<file path="src/rtl/orlt_pkg.sv">
package orlt_pkg;

    localparam int CAPACITY   = 16;
    localparam int DATA_WIDTH = 32;
    localparam int IDX_W      = (CAPACITY > 1) ? $clog2(CAPACITY) : 1;
    localparam int CNT_W      = $clog2(CAPACITY + 1);

    typedef logic [DATA_WIDTH-1:0] t_data;
    typedef logic [CNT_W-1:0]      t_cnt;
    typedef logic [IDX_W-1:0]      t_idx;

    typedef enum logic [1:0] {
        CMD_APPEND = 2'd0,
        CMD_INSERT = 2'd1,
        CMD_DELETE = 2'd2,
        CMD_SEARCH = 2'd3
    } t_cmd;

    typedef enum logic [1:0] {
        ST_OK   = 2'd0,
        ST_FULL = 2'd1,
        ST_MISS = 2'd2
    } t_status;

    // Broadcast control shared by every cell of the row.
    typedef struct packed {
        logic  fire;
        t_cmd  cmd;
        logic  full;
        t_data key;
    } t_cell_ctl;

endpackage

</file>
<file path="src/rtl/orlt_cell.sv">
module orlt_cell
    import orlt_pkg::*;
(
    input  logic      i_clk,
    input  t_cell_ctl i_ctl,
    input  logic      i_occupied,
    input  logic      i_at_tail,
    input  t_data     i_left,
    input  t_data     i_right,
    input  logic      i_found,
    output t_data     o_entry,
    output logic      o_found,
    output logic      o_first
);

    t_data r_entry;
    t_data n_entry;
    logic  w_match;

    assign w_match = i_occupied && (r_entry == i_ctl.key);
    assign o_found = i_found | w_match;
    assign o_first = w_match & ~i_found;
    assign o_entry = r_entry;

    always_comb begin
        n_entry = r_entry;
        if (i_ctl.fire) begin
            case (i_ctl.cmd)
                CMD_APPEND: begin
                    if (!i_ctl.full && i_at_tail) n_entry = i_ctl.key;
                end
                CMD_INSERT: begin
                    // shift up one place; cell 0 sees the key as its left neighbor
                    if (!i_ctl.full) n_entry = i_left;
                end
                CMD_DELETE: begin
                    // close the gap from the first match upward
                    if (o_found) n_entry = i_right;
                end
                default: begin
                    n_entry = r_entry;
                end
            endcase
        end
    end

    always_ff @(posedge i_clk) begin
        r_entry <= n_entry;
    end

endmodule

</file>
<file path="src/rtl/ordered_ring_list_table.sv">
// Channel   Direction  Handshake            Payload
// input     in         i_valid / o_stall    i_cmd, i_value
// output    out        o_valid / i_stall    o_status, o_index, o_count
//
// One word in, one word out per command. Once a command is accepted, its
// result stands in the output register at the next clock edge, so a new
// command can enter every cycle while results keep draining; the row of cells
// compares and shifts all entries at once, and the first-match chain through
// the row sets the cycle time. Reset clears the list length and the output
// valid; the entries themselves hold whatever was last written.
// Input stalls only while a result waits and the output side stalls.
module ordered_ring_list_table
    import orlt_pkg::*;
(
    input  logic        i_clk,
    input  logic        i_rst_n,
    input  logic        i_valid,
    output logic        o_stall,
    input  logic [1:0]  i_cmd,
    input  logic [31:0] i_value,
    output logic        o_valid,
    input  logic        i_stall,
    output logic [1:0]  o_status,
    output logic [3:0]  o_index,
    output logic [4:0]  o_count
);

    logic      r_length_ok;
    t_cnt      r_length;
    t_cnt      n_length;
    logic      r_valid;
    logic [1:0] r_status;
    logic [3:0] r_index;
    logic [4:0] r_count;

    logic      w_accept;
    logic      w_full;
    t_cmd      w_cmd;
    t_data     w_key;
    logic [63:0] w_value_ext;
    t_cell_ctl w_ctl;
    t_status   w_status;
    t_idx      w_idx;
    logic [31:0] w_idx_ext;
    logic [31:0] w_cnt_ext;

    t_data              w_entry [CAPACITY];
    logic [CAPACITY:0]  w_found;
    logic [CAPACITY-1:0] w_first;

    // Hold the input while a result waits and the output side stalls.
    assign o_stall  = r_valid & i_stall;
    assign w_accept = i_valid & ~o_stall;

    // Drop value bits above the stored data width.
    assign w_value_ext = {32'd0, i_value};
    assign w_key       = w_value_ext[DATA_WIDTH-1:0];
    assign w_cmd       = t_cmd'(i_cmd);
    assign w_full      = (r_length == t_cnt'(CAPACITY));

    assign w_ctl.fire = w_accept;
    assign w_ctl.cmd  = w_cmd;
    assign w_ctl.full = w_full;
    assign w_ctl.key  = w_key;

    // Row of cells: found ripples upward, data shifts to a neighbor.
    assign w_found[0] = 1'b0;
    for (genvar g = 0; g < CAPACITY; g++) begin : g_cell
        t_data w_left;
        t_data w_right;
        if (g == 0) begin : g_head
            assign w_left = w_key;
        end else begin : g_mid_l
            assign w_left = w_entry[g-1];
        end
        if (g == CAPACITY - 1) begin : g_tail
            assign w_right = w_entry[g];
        end else begin : g_mid_r
            assign w_right = w_entry[g+1];
        end
        orlt_cell u_cell (
            .i_clk      (i_clk),
            .i_ctl      (w_ctl),
            .i_occupied (r_length > t_cnt'(g)),
            .i_at_tail  (r_length == t_cnt'(g)),
            .i_left     (w_left),
            .i_right    (w_right),
            .i_found    (w_found[g]),
            .o_entry    (w_entry[g]),
            .o_found    (w_found[g+1]),
            .o_first    (w_first[g])
        );
    end

    // Encode the single first-match position.
    always_comb begin
        w_idx = '0;
        for (int k = 0; k < CAPACITY; k++) begin
            if (w_first[k]) w_idx = w_idx | t_idx'(k);
        end
    end

    // Work out status and the new length.
    always_comb begin
        w_status = ST_OK;
        n_length = r_length;
        case (w_cmd)
            CMD_APPEND, CMD_INSERT: begin
                if (w_full) w_status = ST_FULL;
                else        n_length = r_length + t_cnt'(1);
            end
            CMD_DELETE: begin
                if (w_found[CAPACITY]) n_length = r_length - t_cnt'(1);
                else                   w_status = ST_MISS;
            end
            default: begin
                if (!w_found[CAPACITY]) w_status = ST_MISS;
            end
        endcase
    end

    assign w_idx_ext = ((w_cmd == CMD_DELETE || w_cmd == CMD_SEARCH) && w_found[CAPACITY])
                       ? 32'(w_idx) : 32'd0;
    assign w_cnt_ext = 32'(n_length);

    always_ff @(posedge i_clk) begin
        if (!i_rst_n) begin
            r_length <= '0;
            r_valid  <= 1'b0;
        end else begin
            if (w_accept) r_length <= n_length;
            r_valid <= w_accept | (r_valid & i_stall);
        end
    end

    // Result payload; load on accept, hold otherwise.
    always_ff @(posedge i_clk) begin
        if (w_accept) begin
            r_status <= w_status;
            r_index  <= w_idx_ext[3:0];
            r_count  <= w_cnt_ext[4:0];
        end
    end

    assign r_length_ok = (r_length <= t_cnt'(CAPACITY));

    assign o_valid  = r_valid;
    assign o_status = r_status;
    assign o_index  = r_index;
    assign o_count  = r_count;

`ifndef ASSERT_OFF
    a_length_bound: assert property (@(posedge i_clk) disable iff (!i_rst_n)
        r_length_ok)
        else $error("list length beyond capacity");

    a_first_unique: assert property (@(posedge i_clk) disable iff (!i_rst_n)
        $onehot0(w_first))
        else $error("more than one first match in the row");

    a_insert_grows: assert property (@(posedge i_clk) disable iff (!i_rst_n)
        (w_accept && !w_full && (w_cmd == CMD_APPEND || w_cmd == CMD_INSERT))
        |=> (r_length == $past(r_length) + t_cnt'(1)))
        else $error("insert did not grow the list");

    a_full_holds: assert property (@(posedge i_clk) disable iff (!i_rst_n)
        (w_accept && w_status == ST_FULL) |=> (r_length == t_cnt'(CAPACITY)))
        else $error("dropped insert changed the length");
`endif

endmodule
</file>
<file path="config.mk">
export PLATFORM = sky130hd
export DESIGN_NAME = ordered_ring_list_table
export DESIGN_NICKNAME = d
export VERILOG_FILES = /design/src/rtl/orlt_pkg.sv /design/src/rtl/orlt_cell.sv /design/src/rtl/ordered_ring_list_table.sv
export SDC_FILE = /design/constraint.sdc
export NUM_CORES = 1
export LEC_CHECK = 0
export BUFFER_PORTS_ARGS = -buffer_cell sky130_fd_sc_hd__buf_2
export CORE_MARGIN = 2
export CORE_UTILIZATION = 48
export DETAILED_ROUTE_END_ITERATION = 8
export GPL_ROUTABILITY_DRIVEN = 0
export HOLD_SLACK_MARGIN = 0.12
export PLACE_DENSITY = 0.61
export SYNTH_ARGS = -nofsm -noshare
export SYNTH_HDL_FRONTEND = slang
export SYNTH_SLANG_ARGS = --single-unit
export TNS_END_PERCENT = 100
</file>
<file path="constraint.sdc">
create_clock -name i_clk -period 13.9 [get_ports i_clk]
set_input_delay 2.085 -clock i_clk [delete_from_list [all_inputs] [get_ports i_clk]]
set_output_delay 2.085 -clock i_clk [all_outputs]
set_load 0.1 [all_outputs]
</file>
# After elaboration in Yosys (flattened, before gate mapping)
# Index checks and enable logic that the tools add are counted.
# totals
register_bits,529
latchBits,0
mem_bits_rw,0
romBits,0
input_bits,38
n_memories,0
# classes
addsub,2
mul,0
div_mod_pow,0
n_lt_le_gt_ge,16
n_eq_ne,67
shifts,0
muxes,84
bitwise_logic,49
reduce_logical,56
# op_table
cell,n
$mux W32,47
$pmux W32 S3,15
$eq A32 B32 Y1,16
$reduce_and A5 Y1,15
$pmux W32 S2,1
$ne A2 B1 Y1 const B,31
$eq A5 B4 Y1 const B,8
$gt A5 B4 Y1 const B,8
$logic_and A1 B1 Y1,33
$mux W4,8
$eq A5 B3 Y1 const B,4
$gt A5 B3 Y1 const B,4
$and A1 B1 Y1,17
$not A1 Y1,16
$or A1 B1 Y1,16
$mux W3,4
$eq A5 B2 Y1 const B,2
$gt A5 B1 Y1 const B,2
$gt A5 B2 Y1 const B,2
$mux W5,2
$pmux W5 S2,1
$mux W2,4
$add A5 B1 Y5 const B,1
$eq A5 B1 Y1 const B,1
other kinds (14),16

# Depth between registers and ports, before layout
# Gate-level depths: netlist of run 1.
# logic_depth
word_depth,19
depth_mapped,12
depth_no_buf,11

# Modules after synthesis
# From an unflattened synthesis of run 1, not the netlist that was laid out.
# hier_totals
cells_unflattened,3386
hier_area_um2,33140.5
# modules_own_cells
module,instances,cells_each,area_each_um2,seq_area_each_um2
orlt_cell at g_cell[10].u_cell ...,11,203,1998.2,960.9
orlt_cell at g_cell[0].u_cell ...,4,203,1995.7,960.9
orlt_cell at g_cell[9].u_cell,1,204,1988.2,960.9
ordered_ring_list_table,1,137,1189.9,450.4

# Worst setup path before layout of run 1
# OpenSTA, ideal clock, no wires.
# synth_timing
path_type,input -> register
startpoint,in i_value[12]
endpoint,reg g_cell[13].u_cell.r_entry[0] (enable)
setup_time_ns,0.470
arrival_ns,6.339
setup_slack_ns,7.091
stages,10
path_cell_list,buf_4 xor2_1 nor4_1 nand4_1 or4_1 nand2b_1 or3_1 nor3_1 nor4b_1 a211oi_1
# synth_between
elab_chain_len,17
# synth_lines
item,line,text
"start, declared",ordered_ring_list_table.sv:20,"input logic [31:0] i_value,"
$eq A32 B32 Y1,orlt_cell.sv:20,assign w_match = i_occupied && (r_entry == i_ctl.key);
$logic_and A1 B1 Y1,orlt_cell.sv:20,
$or A1 B1 Y1 (12 in a row),orlt_cell.sv:21,assign o_found = i_found | w_match;
$or A1 B1 Y1 *,orlt_cell.sv:21,
$ne A2 B1 Y1 (no source line) *,n/a,
$reduce_and A5 Y1 (no source line) *,n/a,
"end signal, assigned",orlt_cell.sv:48,r_entry <= n_entry;
"end, declared",orlt_cell.sv:16,t_data r_entry;
# Every way passes the cells marked *; elsewhere a longest branch is shown, timed or not.
# A chain may end at the register's enable or synchronous reset.

# Worst setup path in the final report of run 1
# layout_timing
startpoint,in i_value[0]
endpoint,reg g_cell[9].u_cell.r_entry[18] (enable)
# layout_between
elab_chain_len,13
# layout_lines
item,line
$eq A32 B32 Y1,orlt_cell.sv:20
$logic_and A1 B1 Y1,orlt_cell.sv:20
$or A1 B1 Y1 (8 in a row),orlt_cell.sv:21
$or A1 B1 Y1 *,orlt_cell.sv:21
$ne A2 B1 Y1 (no source line) *,n/a
$reduce_and A5 Y1 (no source line) *,n/a
"end signal, assigned",orlt_cell.sv:48
"end, declared",orlt_cell.sv:16
# Marks and branches as above.

==> results of run 1 <==
where the power goes:
group	internal, W	total [W]	switching, W	leakage, nW
sequential	0.00190	0.00200	0.000101	4.89
combinational	0.000215	0.000736	0.000521	4.34
clock	0.000912	0.00157	0.000657	0.927
cells in the mapped netlist (3+ instances only):
cell       number  area share [%]
edfxtp_1      523              52
a311o_1         3           0.099
clkbuf_1      176             2.2
xnor2_1       265             7.6
inv_1           9            0.11
o21ai_0        15            0.25
or3_1           3           0.062
a31oi_1         8            0.16
a22oi_1       448              11
nor3_4          3            0.16
a211oi_1        9            0.22
a2111oi_0       3           0.086
and3_1          3           0.062
nor4b_1         3           0.086
ha_1           10            0.41
nor2b_1         4           0.082
nand3_1        20            0.33
nor4_1         66             1.4
buf_6           5            0.18
mux2_2         64             2.4
nand4_1        85             1.7
nor2_1         53            0.65
buf_1          22            0.27
a21oi_1       458             7.5
a221oi_1        6            0.17
nor3_1         29            0.48
buf_4          66             1.6
dfxtp_1         6            0.39
nand2_1        21            0.26
xor2_1        248             7.1
layout by cell type (no fill, tap or decap), types with 8 or more instances in the layout:
| master | netlist | layout |
|---|---|---|
| xnor2_1 | 265 | 265 |
| a22oi_1 | 448 | 448 |
| nor3_1 | 29 | 28 |
| a31oi_1 | 8 | 8 |
| nand2_1 | 21 | 21 |
| buf_4 | 66 | 30 |
| nor4_1 | 66 | 66 |
| clkinv_1 | 1 | 14 |
| nand4_1 | 85 | 85 |
| mux2_2 | 64 | 64 |
| nand3_1 | 20 | 20 |
| o21ai_0 | 15 | 15 |
| inv_1 | 9 | 9 |
| edfxtp_1 | 523 | 523 |
| buf_2 | 1 | 50 |
| clkbuf_16 | 0 | 61 |
| clkinv_2 | 0 | 8 |
| clkbuf_1 | 176 | 14 |
| xor2_1 | 248 | 248 |
| a211oi_4 | 0 | 9 |
| a21oi_1 | 458 | 457 |
| nor2_1 | 53 | 53 |
kinds of logic after synthesis:
family	after synthesis	share of synthesized area (%)
compound gates	970	20.2
xor+xnor	513	14.8
fa+ha+maj	10	0.411
buf+inv	281	4.41
flops	529	52.0
mux	65	2.40
simple gates	309	5.83
area by class of cell:
class	count	area [um2]	area share, %
Tap cell	846	1060	3.22
Clock inverter	26	239	0.727
Antenna cell	2	5.00	0.0152
Multi-Input combinational cell	1867	13500	41.2
Sequential cell	529	15800	48.2
Inverter	11	41.3	0.126
Timing Repair Buffer	82	515	1.57
Clock buffer	80	1650	5.02
how the worst max path moves through the flow:
stage	depth (start not counted)	slack [ns]	start	end
5_1_grt	9	7.56	i_value[25]	g_cell[9].u_cell.o_entry[18]$_DFFE_PP_
6_report	9	7.72	i_value[0]	g_cell[9].u_cell.o_entry[18]$_DFFE_PP_
3_3_place_gp	9	7.31	i_value[25]	g_cell[9].u_cell.o_entry[1]$_DFFE_PP_
4_1_cts	9	7.93	i_value[25]	g_cell[9].u_cell.o_entry[18]$_DFFE_PP_
2_1_floorplan	10	7.09	i_value[12]	g_cell[13].u_cell.o_entry[0]$_DFFE_PP_
3_5_place_dp	9	7.27	i_value[25]	g_cell[9].u_cell.o_entry[15]$_DFFE_PP_
routing by layer:
layer / vias to the layer above / routed length [um]
li1: 10000 / -
met1: 12100 / 45100
met2: 1985 / 48300
met3: 378 / 16200
met4: 12 / 9780
met5: - / 80
per-stage QoR:
step	setup WS (ns)	power [W]	utilization [%]	area, um2	cells
6_report	7.72	0.00430	52.3	32900	3443
3_5_place_dp	7.27	0.00272	49.3	31000	3335
3_3_place_gp	7.31	0.00271	49.3	31000	3335
4_1_cts	7.93	0.00427	52.3	32800	3441
5_1_grt	7.56	0.00439	52.3	32800	3441
2_1_floorplan	7.09	0.00245	-	30400	2677
state kept, by name (all words and copies together) (netlist names):
register               cells
g_cell.u_cell.o_entry    512
o_count                    5
r_length                   5
o_index                    4
o_status                   2
o_valid                    1
tightest hold or removal path: stages, from the launching register on:
cell,delay (ns)
dfxtp_1,0.32
nand2_1,0.07
inv_1,0.06
o21a_1,0.10
==> flow_summary.yaml, run 1 <==
status:
  status: "finished clean"
cts:
  postCtsHoldBufs: 0
  clock_sinks: 529
  cts_tree: "done"
  cts.clk_slew.worst_paths_ns: 0.06
  cts_buffer_depth: 3
  post-cts-setup-buffers: 0
  htree_levels: 2
  clk_latency_ns: 0.64
  cts_resized: 0
  cts_root_buf: "clkbuf_16"
  numCtsBuffers: 58
hold_path:
  hp-class: "flip-flop to flip-flop"
  min_to: "o_valid$_SDFF_PN0_"
  min-delay-start: "o_valid$_SDFF_PN0_"
  holdPathStages: 3
critical_path:
  cp.buffers_inverters: 2
  reg2reg_depth: 8
  end_kind: "flip-flop"
  path_delay_family: "simple AND/OR/NAND/NOR gates"
  reg2reg_from: "g_cell[8].u_cell.o_entry[22]$_DFFE_PP_"
  r2r_slack_ns: 9.05
  cp.required_ns: 14.16
  crit_fanout: 23
  cp_cell_sequence: "buf_2 -> xor2_1 -> nor4_1 -> nand4_1 -> nor4b_1 -> or2_0 -> nor3_1 -> a211oi_4 -> buf_4"
  rr_endpoint: "g_cell[9].u_cell.o_entry[18]$_DFFE_PP_"
  cp-start-kind: "input pin"
  cp.arrival_ns: 6.44
  cpMaxStageDelayCell: "a211oi_4"
  max_stage_delay_ns: 0.70
  path_class: "input pin to flip-flop"
yosys:
  ys_async_sr_fraction_pct: 0
  syn_nets: 2725
  syn_area_um2: 30400
  postSynthCellCount: 2677
  synthFlopType: "edfxtp_1"
  syn-mean-instance-area_um2: 11.4
  synth-edff-count: 523
  synth-seq-cells: 529
  ys_seq_area_share_pct: 52.0
  yosysWarnings: 0
  synth_cell_types: 66
sta:
  rsz0062_at_grt: "no"
  worst_pin_slew_ns: 1.34
  maxSlewViolCount: 0
  finClkSkew_ns: 0.0282
  fmax_mhz: 162
  period_minus_slack_ns: 6.18
  hold_viol_final: 0
  slew_headroom_pct: 9.56
  setup_viol: 0
  fin_hold_ws_ns: 0.582
  setup-tns-final_ns: 0
  fin_crit_sh_pct: 44.5
die:
  initial_core_util_pct: 48.4
  row_count: 92
  die_y_um: 256
  fp.dieW_um: 256
  coreArea_um2: 62900
  dieArea_um2: 65400
  ios: 51
global_route:
  grt.busiest_layer: "met1"
  met1_usage_pct: 49.1
  grt_usage_pct: 35.5
  grt_util_met3_pct: 10.1
  met2_usage_pct: 48.5
  grt_max_degree: 232
  grt_overflow: 0
  antenna_found_initial: 10
  grt_pass1_vias: 22000
  grt_pass1_wl_mm: 168
placed_design:
  numPortBuffers: 50
  dp_hpwl_mm: 82.1
cells_and_area:
  fillerInstances: 5560
  drive_gt1_share_pct: 9.98
  layout.nets: 2597
  syn_to_final_growth_pct: 7.95
job:
  maxCapViolations: 0
drt:
  postRouteAntennaNets: 0
  firstDrtPassIters: 8
  via_per_inst: 7.11
  first_iter_violations: 4811
  wl_mm: 119
  wl_per_cell_um: 34.7
  drcViolationCount: 0
  dr_total_vias: 24500
power:
  power_density_nw_per_um2: 131
  ir_worst_vdd_uv: 96.3
  power_leakage_nw: 10.2
(Power assumes the default switching activity.)
==> run 2: changes to the inputs <==
==> constraint.sdc (replaced) <==
create_clock -name i_clk -period 5.99 [get_ports i_clk]
set_input_delay 0.8985 -clock i_clk [delete_from_list [all_inputs] [get_ports i_clk]]
set_output_delay 0.8985 -clock i_clk [all_outputs]
set_load 0.1 [all_outputs]
==> flow_summary.yaml, run 2 (synthesis gave the netlist of run 1 again) <==
die:
  dieArea_um2: 65400
  fp.dieW_um: 256
  die_y_um: 256
  coreArea_um2: 62900
  initial_core_util_pct: 48.4
  ios: 51
  row_count: 92
cells_and_area:
  largest_reg_flops: 512
  post-route-util_pct: 52.7
  fillerInstances: 5517
  layout.nets: 2622
  final_common_cell: "edfxtp_1"
  syn_to_final_growth_pct: 8.85
  layout_common_cells: "edfxtp_1 (523), a21oi_1 (457), a22oi_1 (448), xnor2_1 (265), xor2_1 (248)"
  drive_gt1_share_pct: 11.2
sta:
  hold_viol_final: 0
  finClkSkew_ns: 0.0344
  setup-tns-final_ns: 0
  maxSlewViolCount: 0
  worst_pin_slew_ns: 1.40
  slew_headroom_pct: 5.83
  period_minus_slack_ns: 5.06
  setup_viol: 0
  rsz0062_at_grt: "no"
  fmax_mhz: 198
  fin_crit_sh_pct: 84.4
cts:
  cts_buffer_depth: 3
  cts_root_buf: "clkbuf_16"
  clk_latency_ns: 0.65
  htree_levels: 2
  clock_sinks: 529
  cts_tree: "done"
  numCtsBuffers: 58
  cts_resized: 0
  cts.clk_slew.worst_paths_ns: 0.07
  postCtsHoldBufs: 0
  post-cts-setup-buffers: 0
drt:
  drcViolationCount: 0
  wl_per_cell_um: 34.4
  dr_total_vias: 24800
  firstDrtPassIters: 8
  first_iter_violations: 5270
  via_per_inst: 7.13
  wl_mm: 119
  postRouteAntennaNets: 0
global_route:
  antenna_found_initial: 9
  grt_max_degree: 225
  grt_pass1_wl_mm: 169
  grt_overflow: 0
  grt_usage_pct: 35.5
  grt_pass1_vias: 22500
power:
  power_leakage_nw: 10.3
  power_density_nw_per_um2: 302
  ir_worst_vdd_uv: 208
placed_design:
  dp_hpwl_mm: 83.9
  numPortBuffers: 50
critical_path:
  crit_fanout: 21
  end_kind: "flip-flop"
  cp.arrival_ns: 5.32
  cp.required_ns: 6.26
  cp-start-kind: "input pin"
  path_class: "input pin to flip-flop"
status:
  status: "finished clean"
job:
  maxCapViolations: 0
hold_path:
  hp-class: "input pin to flip-flop"
==> run 2: final cells by class <==
class,instances,area (um2),area share [%]
sequential,529,15800,47.8
tap,846,1060,3.20
clock inverter,29,224,0.676
timing repair buffer,107,778,2.35
antenna,4,10.0,0.0302
inverter,11,41.3,0.125
clock buffer,80,1670,5.03
multi-input combinational,1867,13500,40.8
==> run 2: path summary, 6_finish.rpt <==
path | startpoint | endpoint | slack (ns) | cells after the start
hold / removal | i_valid | o_valid$_SDFF_PN0_ | 0.47 | 2
setup / recovery | i_value[14] | g_cell[14].u_cell.o_entry[2]$_DFFE_PP_ | 0.93 | 10
setup reg to reg | g_cell[5].u_cell.o_entry[14]$_DFFE_PP_ | g_cell[14].u_cell.o_entry[2]$_DFFE_PP_ | 1.27 | 9
hold reg to reg | o_valid$_SDFF_PN0_ | o_valid$_SDFF_PN0_ | 0.58 | 3
==> run 2: through the flow <==
stage / total power (W) / hold slack, ns / setup WS, ns / std cells / area, um2
after floorplan: 0.00569 / 0.598 / 0.368 / 2677 / 30400
after CTS: 0.00994 / 0.466 / 1.46 / 3469 / 33100
final: 0.0100 / 0.474 / 0.932 / 3473 / 33100
after global routing: 0.0102 / 0.509 / 0.994 / 3470 / 33100
after detailed placement: 0.00635 / 0.566 / 0.820 / 3360 / 31200
after global placement: 0.00632 / 0.550 / 0.900 / 3360 / 31200
==> run 2: where the power goes <==
part	internal (W)	switching, W
logic	0.000517	0.00123
registers	0.00440	0.000216
clock network	0.00207	0.00158
==> run 2: metal layers <==
layer / GRT usage (%) / up-vias / routed length, um / part of all wire, %
met2: 50.4 / 2012 / 49800 / 42
met3: 9.07 / 400 / 16000 / 13
met1: 48.3 / 12200 / 44100 / 37
li1: - / 10100 / - / -
met5: 0.950 / - / 131 / 0.11
met4: 22.2 / 10 / 9230 / 7.7
==> run 2: worst max-delay path, cell delays in order <==
cell	delay, ns
buf_2	0.52
xor2_1	0.26
nor4_1	1.16
nand4_1	0.17
nor4_1	0.73
nand2b_1	0.28
or3_1	0.26
nor2_1	0.18
a221oi_4	0.31
buf_4	0.47
